### src/hw/rtl/kerf_pkg.sv
// Package for the keyboard event router: item and decision types, result kinds,
// scancode constants and the set-1 UK keymap lookup.
// No dependencies; imported by kerf_route, the router top level and the testbench files.
package kerf_pkg;

	typedef enum logic [2:0] {
		KIND_QUEUED      = 3'd0,
		KIND_DROPPED     = 3'd1,
		KIND_ATTN_CHAR   = 3'd2,
		KIND_ABSORBED    = 3'd3,
		KIND_READ_RING   = 3'd4,
		KIND_READ_DIRECT = 3'd5
	} kind_t;

	typedef enum logic {
		CMD_BYTE = 1'b0,
		CMD_READ = 1'b1
	} cmd_t;

	typedef enum logic {
		ST_IDLE = 1'b0,
		ST_EXEC = 1'b1
	} state_t;

	localparam logic [6:0] ATTN_CODE    = 7'h46;
	localparam logic [7:0] DIRTY_MASK   = 8'he0;
	localparam logic [7:0] LSHIFT_MAKE  = 8'h2a;
	localparam logic [7:0] RSHIFT_MAKE  = 8'h36;
	localparam logic [7:0] LSHIFT_BREAK = 8'haa;
	localparam logic [7:0] RSHIFT_BREAK = 8'hb6;

	typedef struct packed {
		cmd_t       cmd;
		logic [7:0] status;
		logic [7:0] scancode;
		logic       owner;
	} item_t;

	typedef struct packed {
		kind_t      kind;
		logic [6:0] key_char;
		logic [7:0] out_status;
		logic [7:0] out_scancode;
		logic       push;
		logic       pop;
		logic       attn_we;
		logic       attn_val;
		logic       shift_we;
		logic       shift_val;
	} route_t;

	// Set-1 UK keymap, plain and shifted; unlisted codes give no character.
	function automatic logic [6:0] keymap(input logic [6:0] code, input logic shift);
		logic [6:0] ch;
		ch = 7'h00;
		case (code)
			7'h02: ch = shift ? 7'h21 : 7'h31;
			7'h03: ch = shift ? 7'h22 : 7'h32;
			7'h04: ch = shift ? 7'h23 : 7'h33;
			7'h05: ch = shift ? 7'h24 : 7'h34;
			7'h06: ch = shift ? 7'h25 : 7'h35;
			7'h07: ch = shift ? 7'h5e : 7'h36;
			7'h08: ch = shift ? 7'h26 : 7'h37;
			7'h09: ch = shift ? 7'h2a : 7'h38;
			7'h0a: ch = shift ? 7'h28 : 7'h39;
			7'h0b: ch = shift ? 7'h29 : 7'h30;
			7'h0c: ch = shift ? 7'h5f : 7'h2d;
			7'h0d: ch = shift ? 7'h2b : 7'h3d;
			7'h0e: ch = 7'h08;
			7'h0f: ch = 7'h09;
			7'h10: ch = shift ? 7'h51 : 7'h71;
			7'h11: ch = shift ? 7'h57 : 7'h77;
			7'h12: ch = shift ? 7'h45 : 7'h65;
			7'h13: ch = shift ? 7'h52 : 7'h72;
			7'h14: ch = shift ? 7'h54 : 7'h74;
			7'h15: ch = shift ? 7'h59 : 7'h79;
			7'h16: ch = shift ? 7'h55 : 7'h75;
			7'h17: ch = shift ? 7'h49 : 7'h69;
			7'h18: ch = shift ? 7'h4f : 7'h6f;
			7'h19: ch = shift ? 7'h50 : 7'h70;
			7'h1a: ch = shift ? 7'h7b : 7'h5b;
			7'h1b: ch = shift ? 7'h7d : 7'h5d;
			7'h1c: ch = 7'h0d;
			7'h1e: ch = shift ? 7'h41 : 7'h61;
			7'h1f: ch = shift ? 7'h53 : 7'h73;
			7'h20: ch = shift ? 7'h44 : 7'h64;
			7'h21: ch = shift ? 7'h46 : 7'h66;
			7'h22: ch = shift ? 7'h47 : 7'h67;
			7'h23: ch = shift ? 7'h48 : 7'h68;
			7'h24: ch = shift ? 7'h4a : 7'h6a;
			7'h25: ch = shift ? 7'h4b : 7'h6b;
			7'h26: ch = shift ? 7'h4c : 7'h6c;
			7'h27: ch = shift ? 7'h3a : 7'h3b;
			7'h28: ch = shift ? 7'h40 : 7'h27;
			7'h29: ch = shift ? 7'h00 : 7'h60;
			7'h2b: ch = shift ? 7'h7e : 7'h23;
			7'h2c: ch = shift ? 7'h5a : 7'h7a;
			7'h2d: ch = shift ? 7'h58 : 7'h78;
			7'h2e: ch = shift ? 7'h43 : 7'h63;
			7'h2f: ch = shift ? 7'h56 : 7'h76;
			7'h30: ch = shift ? 7'h42 : 7'h62;
			7'h31: ch = shift ? 7'h4e : 7'h6e;
			7'h32: ch = shift ? 7'h4d : 7'h6d;
			7'h33: ch = shift ? 7'h3c : 7'h2c;
			7'h34: ch = shift ? 7'h3e : 7'h2e;
			7'h35: ch = shift ? 7'h3f : 7'h2f;
			7'h56: ch = shift ? 7'h7c : 7'h5c;
			default: ch = 7'h00;
		endcase
		return ch;
	endfunction

endpackage

### src/hw/rtl/kerf_ring.sv
// Event ring storage: one write port, one read port with registered read data.
// Depends on nothing; instantiated by keyboard_event_router_fifo.
module kerf_ring #(
	parameter int DEPTH = 64,
	parameter int IDX_W = 6
) (
	input  logic             clk,
	input  logic             wr_en,
	input  logic [IDX_W-1:0] wr_addr,
	input  logic [15:0]      wr_data,
	input  logic [IDX_W-1:0] rd_addr,
	output logic [15:0]      rd_data
);

	logic [15:0] mem [DEPTH];

	always_ff @(posedge clk) begin
		if (wr_en) begin
			mem[wr_addr] <= wr_data;
		end
		rd_data <= mem[rd_addr];
	end

endmodule

### src/hw/rtl/kerf_route.sv
// Routing decision for one captured request: attention key tracking, keymap
// translation, ring push or drop, and ring or direct read. Uses kerf_pkg.
module kerf_route (
	input  kerf_pkg::item_t  item,
	input  logic             attn_enable,
	input  logic             attn_held,
	input  logic             shift_held,
	input  logic             ring_empty,
	input  logic             ring_full,
	input  logic [15:0]      ring_data,
	output kerf_pkg::route_t dec
);
	import kerf_pkg::*;

	logic       clean;
	logic       is_attn;
	logic       to_ring;
	logic [6:0] ch;

	always_comb begin
		dec          = '0;
		dec.kind     = KIND_ABSORBED;
		to_ring      = 1'b1;
		ch           = 7'h00;
		clean        = attn_enable && ((item.status & DIRTY_MASK) == 8'h00);
		is_attn      = (item.scancode[6:0] == ATTN_CODE);

		if (item.cmd == CMD_READ) begin
			to_ring = 1'b0;
			if (ring_empty) begin
				dec.kind         = KIND_READ_DIRECT;
				dec.out_status   = item.status;
				dec.out_scancode = item.scancode;
			end else begin
				dec.kind         = KIND_READ_RING;
				dec.out_status   = ring_data[15:8];
				dec.out_scancode = ring_data[7:0];
				dec.pop          = 1'b1;
			end
		end else begin
			if (clean && is_attn) begin
				dec.attn_we  = 1'b1;
				dec.attn_val = ~item.scancode[7];
			end else if (clean && attn_held) begin
				// While the attention key is down, bytes feed the console keymap.
				to_ring = 1'b0;
				if (item.scancode == LSHIFT_BREAK || item.scancode == RSHIFT_BREAK) begin
					dec.shift_we  = 1'b1;
					dec.shift_val = 1'b0;
				end else if (item.scancode == LSHIFT_MAKE || item.scancode == RSHIFT_MAKE) begin
					dec.shift_we  = 1'b1;
					dec.shift_val = 1'b1;
				end else if (item.scancode[7]) begin
					ch = keymap(item.scancode[6:0], shift_held);
				end
				if (ch != 7'h00) begin
					dec.kind     = KIND_ATTN_CHAR;
					dec.key_char = ch;
				end else begin
					dec.kind = KIND_ABSORBED;
				end
			end
			if (to_ring) begin
				if (!item.owner) begin
					dec.kind = KIND_ABSORBED;
				end else if (ring_full) begin
					dec.kind = KIND_DROPPED;
				end else begin
					dec.kind = KIND_QUEUED;
					dec.push = 1'b1;
				end
			end
		end
	end

endmodule

### src/hw/rtl/keyboard_event_router_fifo.sv
// Keyboard event router top level: request capture, state machine, ring
// pointers, attention/shift flags and result registers.
// Depends on kerf_pkg, kerf_ring and kerf_route.
//
//  channel   | handshake          | payload
//  ----------+--------------------+--------------------------------------------
//  request   | start / busy       | cmd, status, scancode, owner_present
//  result    | done (one cycle)   | kind, key_char, out_status, out_scancode
//  config    | cfg_we             | cfg_data (attention enable)
//
// On acceptance the accept edge also registers the ring entry at the read
// pointer, and the following cycle routes the request, writes the ring and
// loads the result registers. done is high in the cycle after that, while
// the next request may already be accepted. busy is high for one cycle
// per request. Reset clears pointers, flags and the state machine; the ring
// contents need no reset. Results cannot be held off by the receiver.
module keyboard_event_router_fifo #(
	parameter int RING_DEPTH = 64
) (
	input  logic       clk,
	input  logic       arst_n,
	input  logic       start,
	output logic       busy,
	input  logic       cmd,
	input  logic [7:0] status,
	input  logic [7:0] scancode,
	input  logic       owner_present,
	input  logic       cfg_we,
	input  logic       cfg_data,
	output logic       done,
	output logic [2:0] kind,
	output logic [6:0] key_char,
	output logic [7:0] out_status,
	output logic [7:0] out_scancode
);
	import kerf_pkg::*;

	localparam int IDX_W = (RING_DEPTH > 1) ? $clog2(RING_DEPTH) : 1;
	localparam logic [IDX_W-1:0] LAST_IDX = IDX_W'(RING_DEPTH - 1);

	state_t           state_q, state_d;
	logic             accept;
	logic             exec_en;
	item_t            item_q;
	logic             attn_en_q;
	logic             attn_held_q;
	logic             shift_held_q;
	logic [IDX_W-1:0] wr_idx_q;
	logic [IDX_W-1:0] rd_idx_q;
	logic [IDX_W-1:0] wr_next;
	logic [IDX_W-1:0] rd_next;
	logic [15:0]      ring_rdata;
	route_t           dec;
	logic             done_q;
	kind_t            kind_q;
	logic [6:0]       key_char_q;
	logic [7:0]       out_status_q;
	logic [7:0]       out_scancode_q;

	assign accept  = start && !busy;
	assign wr_next = (wr_idx_q == LAST_IDX) ? '0 : wr_idx_q + 1'b1;
	assign rd_next = (rd_idx_q == LAST_IDX) ? '0 : rd_idx_q + 1'b1;

	always_comb begin
		state_d = state_q;
		unique case (state_q)
			ST_IDLE: if (start) state_d = ST_EXEC;
			ST_EXEC: state_d = start ? ST_EXEC : ST_IDLE;
			default: state_d = ST_IDLE;
		endcase
		// A request arriving while busy is not taken, so EXEC is always followed by IDLE.
		if (state_q == ST_EXEC) begin
			state_d = ST_IDLE;
		end
	end

	always_comb begin
		busy    = 1'b0;
		exec_en = 1'b0;
		unique case (state_q)
			ST_IDLE: begin
				busy    = 1'b0;
				exec_en = 1'b0;
			end
			ST_EXEC: begin
				busy    = 1'b1;
				exec_en = 1'b1;
			end
			default: begin
				busy    = 1'b0;
				exec_en = 1'b0;
			end
		endcase
	end

	always_ff @(posedge clk or negedge arst_n) begin
		if (!arst_n) begin
			state_q <= ST_IDLE;
		end else begin
			state_q <= state_d;
		end
	end

	always_ff @(posedge clk) begin
		if (accept) begin
			item_q.cmd      <= cmd_t'(cmd);
			item_q.status   <= status;
			item_q.scancode <= scancode;
			item_q.owner    <= owner_present;
		end
	end

	// The ring is read at the read pointer every cycle, so the entry is registered
	// at the accept edge; writes from earlier requests land before that edge.
	kerf_ring #(
		.DEPTH (RING_DEPTH),
		.IDX_W (IDX_W)
	) u_ring (
		.clk     (clk),
		.wr_en   (exec_en && dec.push),
		.wr_addr (wr_idx_q),
		.wr_data ({item_q.status, item_q.scancode}),
		.rd_addr (rd_idx_q),
		.rd_data (ring_rdata)
	);

	kerf_route u_route (
		.item        (item_q),
		.attn_enable (attn_en_q),
		.attn_held   (attn_held_q),
		.shift_held  (shift_held_q),
		.ring_empty  (wr_idx_q == rd_idx_q),
		.ring_full   (wr_next == rd_idx_q),
		.ring_data   (ring_rdata),
		.dec         (dec)
	);

	always_ff @(posedge clk or negedge arst_n) begin
		if (!arst_n) begin
			attn_en_q    <= 1'b1;
			attn_held_q  <= 1'b0;
			shift_held_q <= 1'b0;
			wr_idx_q     <= '0;
			rd_idx_q     <= '0;
			done_q       <= 1'b0;
		end else begin
			if (cfg_we) begin
				attn_en_q <= cfg_data;
			end
			done_q <= exec_en;
			if (exec_en) begin
				if (dec.attn_we) attn_held_q <= dec.attn_val;
				if (dec.shift_we) shift_held_q <= dec.shift_val;
				if (dec.push) wr_idx_q <= wr_next;
				if (dec.pop) rd_idx_q <= rd_next;
			end
		end
	end

	always_ff @(posedge clk) begin
		if (exec_en) begin
			kind_q         <= dec.kind;
			key_char_q     <= dec.key_char;
			out_status_q   <= dec.out_status;
			out_scancode_q <= dec.out_scancode;
		end
	end

	assign done         = done_q;
	assign kind         = kind_q;
	assign key_char     = key_char_q;
	assign out_status   = out_status_q;
	assign out_scancode = out_scancode_q;

`ifndef SYNTHESIS
	a_exec_one_cycle: assert property (@(posedge clk) disable iff (!arst_n)
		busy |=> !busy) else $error("request held busy for more than one cycle");

	a_accept_to_busy: assert property (@(posedge clk) disable iff (!arst_n)
		(start && !busy) |=> busy) else $error("accepted request not executed");

	a_busy_to_done: assert property (@(posedge clk) disable iff (!arst_n)
		busy |=> done) else $error("executed request gave no result");

	a_done_after_busy: assert property (@(posedge clk) disable iff (!arst_n)
		done |-> $past(busy)) else $error("result strobe without a request");

	a_no_push_when_full: assert property (@(posedge clk) disable iff (!arst_n)
		(exec_en && dec.push) |=> (wr_idx_q != rd_idx_q))
		else $error("ring write index overran the read index");
`endif

endmodule

### config.mk
export PLATFORM = sky130hd
export DESIGN_NAME = keyboard_event_router_fifo
export DESIGN_NICKNAME = d
export VERILOG_FILES = /design/src/hw/rtl/kerf_pkg.sv /design/src/hw/rtl/kerf_ring.sv /design/src/hw/rtl/kerf_route.sv /design/src/hw/rtl/keyboard_event_router_fifo.sv
export SDC_FILE = /design/constraint.sdc
export NUM_CORES = 1
export LEC_CHECK = 0
export BUFFER_PORTS_ARGS = -buffer_cell sky130_fd_sc_hd__buf_4
export CAP_MARGIN = 0
export CORE_UTILIZATION = 40
export DETAILED_ROUTE_END_ITERATION = 6
export PLACE_DENSITY = 0.62
export SYNTH_ARGS = -nofsm -noshare
export SYNTH_HDL_FRONTEND = slang
export SYNTH_SLANG_ARGS = --single-unit
### constraint.sdc
create_clock -name clk -period 9.1 [get_ports clk]
set_clock_uncertainty 0.1 [all_clocks]
set_input_delay 0.91 -clock clk [delete_from_list [all_inputs] [get_ports clk]]
set_output_delay 0.91 -clock clk [all_outputs]
set_load 0.02 [all_outputs]
# Yosys cells after proc, flatten, opt, wreduce, memory -nomap -nowiden
# Memory sizes are Yosys's and may differ from the RTL's. A register that Yosys moved wholly into a read port is not among the register bits.
# Index checks and enable logic that the tools add are counted.
[op_classes]
n_reduce_logical = 15
n_mux = 87
n_eq_ne = 60
addsub = 2
bitwise = 4
[ops]
columns = ["cell", "count"]
rows = [
  ["$pmux 7 s51", 1],
  ["$mux 6", 31],
  ["$eq 7x6->1 const B", 21],
  ["$eq 7x5->1 const B", 15],
  ["$mux 7", 12],
  ["$mux 5", 13],
  ["$eq 7x4->1 const B", 8],
  ["$eq 7x3->1 const B", 4],
  ["$mux 10", 2],
  ["$mux 1", 17],
  ["$eq 8x6->1 const B", 2],
  ["$eq 8x8->1 const B", 2],
  ["$mux 16", 1],
  ["$eq 7x2->1 const B", 2],
  ["$eq 7x7->1 const B", 2],
  ["$add 6x1->6 const B", 2],
  ["$eq 6x6->1", 2],
  ["$eq 6x6->1 const B", 2],
  ["$mux 2", 6],
  ["$logic_not 8->1", 1],
  ["$reduce_and 2->1", 4],
  ["$reduce_bool 7->1", 1],
  ["$mux 3", 2],
  ["$logic_and 1x1->1", 5],
  ["6 further kinds", 10],
]
[totals]
output_inout_bits = 28
wordCells = 184
ram_bits = 1024
mem_count = 1
reg_bits = 61
input_bits = 23
[mem_list]
columns = ["name", "depth", "word_bits", "rd", "rd_clocked_by_memory_dff", "wr", "line_no", "rtl"]
rows = [
  ["u_ring.mem", 64, 16, 1, 1, 1, "kerf_ring.sv:15", "logic [15:0] mem [DEPTH];"],
]

# Depth between registers and ports, before layout
[depth]
depth_word = 14
depth_mapped = 10
ltp_nobuf = 8

# Hierarchy
# Synthesis repeated with hierarchy kept, for this count alone.
[unflattened]
hier_cells = 2260
hier_area_um2 = 44217.4
[by_module_without_submodules]
columns = ["module", "instances", "area_per_inst_um2", "cells_each", "seq_area_each_um2"]
rows = [
  ["kerf_ring", 1, 40042.2, 1829, 31069.8],
  ["keyboard_event_router_fifo", 1, 2357.3, 146, 1747.9],
  ["kerf_route", 1, 1818.0, 285, 0.0],
]

# Least setup slack after synthesis
# Ideal clock, no wire load.
[synth_timing]
kind = "register to register"
from = "register item_q[3] (netlist bit)"
to = "memory u_ring.mem[45][0] (enable)"
required_ns = 8.611
setup_time_ns = 0.389
t_arrival_ns = 3.635
path_stages_with_launch = 10
path_buffers = 2
path_slack_ns = 4.976
synth_period_minus_slack_ns = 4.124
path_cell_list = "edfxtp_1 -> and4bb_2 -> nand3_1 -> nand3_1 -> and2_1 -> o311ai_2 -> buf_2 -> or4_1 -> buf_2 -> nor2_1"
[synth_via]
elab_chain_cells = 9
[synth_rtl]
columns = ["item", "line_no", "rtl"]
rows = [
  ["start, declared", "keyboard_event_router_fifo.sv:44", "item_t item_q;"],
  ["$eq 7x7->1", "kerf_route.sv:26", "is_attn = (item.scancode[6:0] == ATTN_CODE);"],
  ["$logic_and 1x1->1", "kerf_route.sv:41", "if (clean && is_attn) begin"],
  ["$mux 1", "kerf_route.sv:41", ""],
  ["$mux 1", "kerf_route.sv:28", "if (item.cmd == CMD_READ) begin"],
  ["$mux 1", "kerf_route.sv:63", "if (to_ring) begin"],
  ["$mux 1", "kerf_route.sv:28", ""],
  ["$logic_and 1x1->1", "keyboard_event_router_fifo.sv:120", ".wr_en (exec_en && dec.push),"],
  ["$mux 1", "kerf_ring.sv:18", "if (wr_en) begin"],
  ["$mux 1 (not written as such)", "kerf_ring.sv:19", "mem[wr_addr] <= wr_data;"],
  ["end, declared", "kerf_ring.sv:15", ""],
]
# Every way passes these cells. The select of a mux whose other input is x is not followed.

==> results.txt <==
* Net Count, Synth: 2006
* Cell area after layout: 49400 um^2
* Yosys synthesis warning count: 0
* 1st-pass router iterations: 5
* Proportion of layout cells with a drive suffix above 1: 30.3%
* Die Wd: around 330 um
- Setup repair after global routing missed its margin: false
* Critical path buffers and inverters: 2
- Detail-routed net length per standard cell: 28.7 um
* Routability congestion estimate from global placement: 0.839
- Number of antenna violations at the first check in global routing: 12
- The via count of the first global-routing pass is 21145.
- The synthesized design contains 1101 register bits.
- Library cell contributing the largest single delay on the critical path: sky130_fd_sc_hd__edfxtp_1
- The netlist uses 71 different library cells.
- Clock tree synthesis found a total of around 1100 sinks.
- For the pin with the worst max-slew slack, the measured transition is 1480 ps.
- Number of cells on the worst hold path: 1
- Dividing the detail-routed via count by the number of cells gives 5.84.
* Critical Path Stages: 8
* Crit path kind: reg2reg
- The floorplan step set the die height to around 330 um.
- TritonCTS built the clock tree.
* Area of the mapped netlist: around 44000 um^2
- Family of cells with the greatest summed delay on the critical path: compound AO/OA/AOI/OAI gates
- Predominant post-synthesis flop cell: sky130_fd_sc_hd__edfxtp_1
- Nets@finish: 2132
- Final number of hold-violating endpoints: 0
- The first global-routing pass estimated 150000 um of wire.
* DR vias: 21061
* Core Region: between 100000 and 150000 um^2
- In this run the static leakage power is 0.0154 uW.
* Worst-skew pair later-pin latency: 670 ps
- Root Buffer Master: sky130_fd_sc_hd__clkbuf_16
- Detailed-placement wirelength estimate: roughly 57000 um
* Max Fanout on Critical Path: just over 80
- Total Routing Usage GR: 18.8%
* Highest achievable clock rate: 0.216 GHz
- The tool flagged a number of max-cap violations equal to 1.
* Data required time of the critical path: 9470 ps
- After detailed routing, the total wire length is 104000 um.
- Counting the fill cells in the layout gives 8752.
- Maximum number of pins on one net before global-route repair: 158
* Residual DRC: 0
- In this run the number of H-tree levels came out at 3.
* Port Buffer Count: 50
- The initialized floorplan defines 120 standard-cell rows.
- The total overflow left after global routing is 0.
* Core utilization of the finished layout: 45.9%
* Data arrival at the endpoint of the critical path: 5010 ps
- The worst setup path is captured at a flop.
- The die covers 110000 um^2.
* Number of cells on the worst reg-to-reg path: 8
* Drt initial violations: 2486
- The max-slew violation count is 0.
- After detailed placement, the total cell area comes to 45800 um^2.
- Pwr/cell area: 281 nW/um^2
- Overall power consumption: around 14000 uW
- Slowest stage delay, CP: 1250 ps
* Number of buffers created by CTS: 111
- Measured against its own limit, the worst slew margin works out to less than 1%.
- Clock-pin slew was measured on the worst setup and hold paths at 60 ps.
- Setup violations remaining at the end of the flow were counted as 0.
- Synth Instances: 1981
- Max Buffers Root-to-Sink: 3
- Adding up every negative setup slack in the final design gives 0 ps.
- Type of the worst min-delay path: in2reg
- Number of enable flip-flop cells after synthesis: 1068
- In this run the mean area of a mapped cell was 22.0 um^2.
- VDD sags by at most 261 uV.
* Top-level port count: between 50 and 60
* FFs w/ async S/R, synth: 1.54%
* Time the final worst path needs with I/O delays and setup: 4640 ps
* Status: finished, violations left
- Initial core utilization: 40.6%
- Critical-path cell list: buf_4, nor4b_1, o311ai_1, inv_1, a2111oi_0, and4_1, a31oi_1, a2111oi_2
* Post-synthesis to final-layout area growth: 13.2%
* Part of the cycle the worst path needs: roughly 51%
* Sequential element share of the synthesized area: 75.2%
* Critical path startpoint category: flop
* Number of routed nets with antenna violations: 0
- The checks that failed: capacitance limit.
==> final timing paths <==
path,startpoint,end,slack [ps]
setup reg to reg,item_q[1]$_DFFE_PP_,kind[0]$_DFFE_PP_,4460
hold / removal,status[3],item_q[12]$_DFFE_PP_,310
max in group asynchronous,arst_n,attn_en_q$_DFFE_PN1P_,8090
setup / recovery,item_q[1]$_DFFE_PP_,kind[0]$_DFFE_PP_,4460
min in group asynchronous,arst_n,attn_held_q$_DFFE_PN0P_,550
hold reg to reg,attn_held_q$_DFFE_PN0P_,attn_held_q$_DFFE_PN0P_,420
==> cell type report <==
cell class	count	area, um^2	share of cell area (%)
flip-flops and latches	1101	32800	66.4
multi-input cells	735	10100	20.4
clock buffers	148	3000	6.07
well taps	1403	1760	3.55
repair buffers	149	1130	2.29
clock inverters	56	592	1.20
inverters	9	33.8	0.0683
diodes	4	10.0	0.0203
==> cells in the mapped netlist, types with 5 or more instances <==
library cell,instances,share of area (%)
sky130_fd_sc_hd__xor2_1,7,0.14
sky130_fd_sc_hd__mux4_2,336,17
sky130_fd_sc_hd__xnor2_1,12,0.24
sky130_fd_sc_hd__a31oi_1,7,0.10
sky130_fd_sc_hd__nor4b_1,6,0.12
sky130_fd_sc_hd__nand4_1,7,0.10
sky130_fd_sc_hd__buf_6,21,0.54
sky130_fd_sc_hd__mux2i_1,14,0.32
sky130_fd_sc_hd__buf_1,10,0.086
sky130_fd_sc_hd__nor4bb_1,7,0.16
sky130_fd_sc_hd__nand2b_1,7,0.10
sky130_fd_sc_hd__a22oi_1,6,0.10
sky130_fd_sc_hd__mux2_2,5,0.13
sky130_fd_sc_hd__a32oi_1,7,0.14
sky130_fd_sc_hd__nor2b_1,29,0.42
sky130_fd_sc_hd__clkbuf_1,61,0.52
sky130_fd_sc_hd__edfxtp_1,1068,73
sky130_fd_sc_hd__nand3b_1,5,0.086
sky130_fd_sc_hd__and3_1,6,0.086
sky130_fd_sc_hd__nand2_1,28,0.24
sky130_fd_sc_hd__nand3_1,12,0.14
sky130_fd_sc_hd__or4_1,7,0.12
sky130_fd_sc_hd__nor3_1,7,0.080
sky130_fd_sc_hd__o22ai_1,5,0.072
sky130_fd_sc_hd__o211ai_1,8,0.14
sky130_fd_sc_hd__buf_2,40,0.46
sky130_fd_sc_hd__dfxtp_1,16,0.73
sky130_fd_sc_hd__inv_1,7,0.060
sky130_fd_sc_hd__a21oi_1,17,0.19
sky130_fd_sc_hd__nor2_1,98,0.84
sky130_fd_sc_hd__and3b_1,5,0.10
sky130_fd_sc_hd__a211oi_1,6,0.10
sky130_fd_sc_hd__o21ai_0,14,0.16
sky130_fd_sc_hd__dfrtp_1,16,0.92
sky130_fd_sc_hd__nor3b_1,6,0.10
==> per-stage QoR <==
step                setup WS (ps)  hold WS (ps)  cells
floorplan                    4980           372   1981
global placement             4510           405   3396
detailed placement           4450           400   3396
CTS                          4440           270   3601
global route                 4120           279   3601
finish                       4460           310   3605
==> report_power, final <==
part	internal [uW]	leakage [uW]	switching, uW
combinational	1700	0.00366	1800
clock	2640	0.00177	1850
sequential	5670	0.00998	219
==> sequential cells by signal, summed over array words and instances (netlist names), 3 cells and up <==
signal	cells
u_ring.mem	1024
item_q	18
u_ring.rd_data	16
out_scancode	8
out_status	8
key_char	7
rd_idx_q	6
wr_idx_q	6
kind	3
==> metal layers <==
metal | part of all wire, % | GRT usage, % | up-vias
met5 | 0.040 | 0 | -
met4 | 2.5 | 5.60 | 6
met3 | 8.5 | 4.15 | 160
met2 | 48 | 29.2 | 909
met1 | 41 | 26.7 | 11356
li1 | - | - | 8630
==> layout by cell type (no fill, tap or decap), types with 8 or more instances in the layout <==
cell / n
sky130_fd_sc_hd__buf_4: 147
sky130_fd_sc_hd__mux4_2: 336
sky130_fd_sc_hd__xnor2_1: 12
sky130_fd_sc_hd__bufinv_16: 12
sky130_fd_sc_hd__mux2i_1: 14
sky130_fd_sc_hd__edfxtp_1: 1068
sky130_fd_sc_hd__clkinv_1: 14
sky130_fd_sc_hd__a21oi_1: 17
sky130_fd_sc_hd__nand2_1: 28
sky130_fd_sc_hd__nor2_1: 98
sky130_fd_sc_hd__clkinv_2: 26
sky130_fd_sc_hd__dfxtp_1: 16
sky130_fd_sc_hd__dfrtp_1: 11
sky130_fd_sc_hd__clkbuf_16: 113
sky130_fd_sc_hd__o211ai_1: 8
sky130_fd_sc_hd__clkbuf_1: 31
sky130_fd_sc_hd__o21ai_0: 14
sky130_fd_sc_hd__nor2b_1: 29
sky130_fd_sc_hd__nand3_1: 12
==> timing repair <==
item,CTS,global route
setup endpoints to repair,0,0
setup buffers,0,0
endpoints found under the hold margin,16,0
resized for setup,0,0
hold buffers,1,0
==> kinds of logic after synthesis <==
group,after synthesis,share of synthesized area [%]
xor gates and xnor gates,19,0.381
muxes,357,17.8
DFF,1101,75.2
AOI/OAI and AO/OA,105,1.71
and+or+nand+nor,252,3.09
adders and majority gates,2,0.0573
buffers and inverters,145,1.76
No activity file was read; power rests on OpenSTA's default activity.
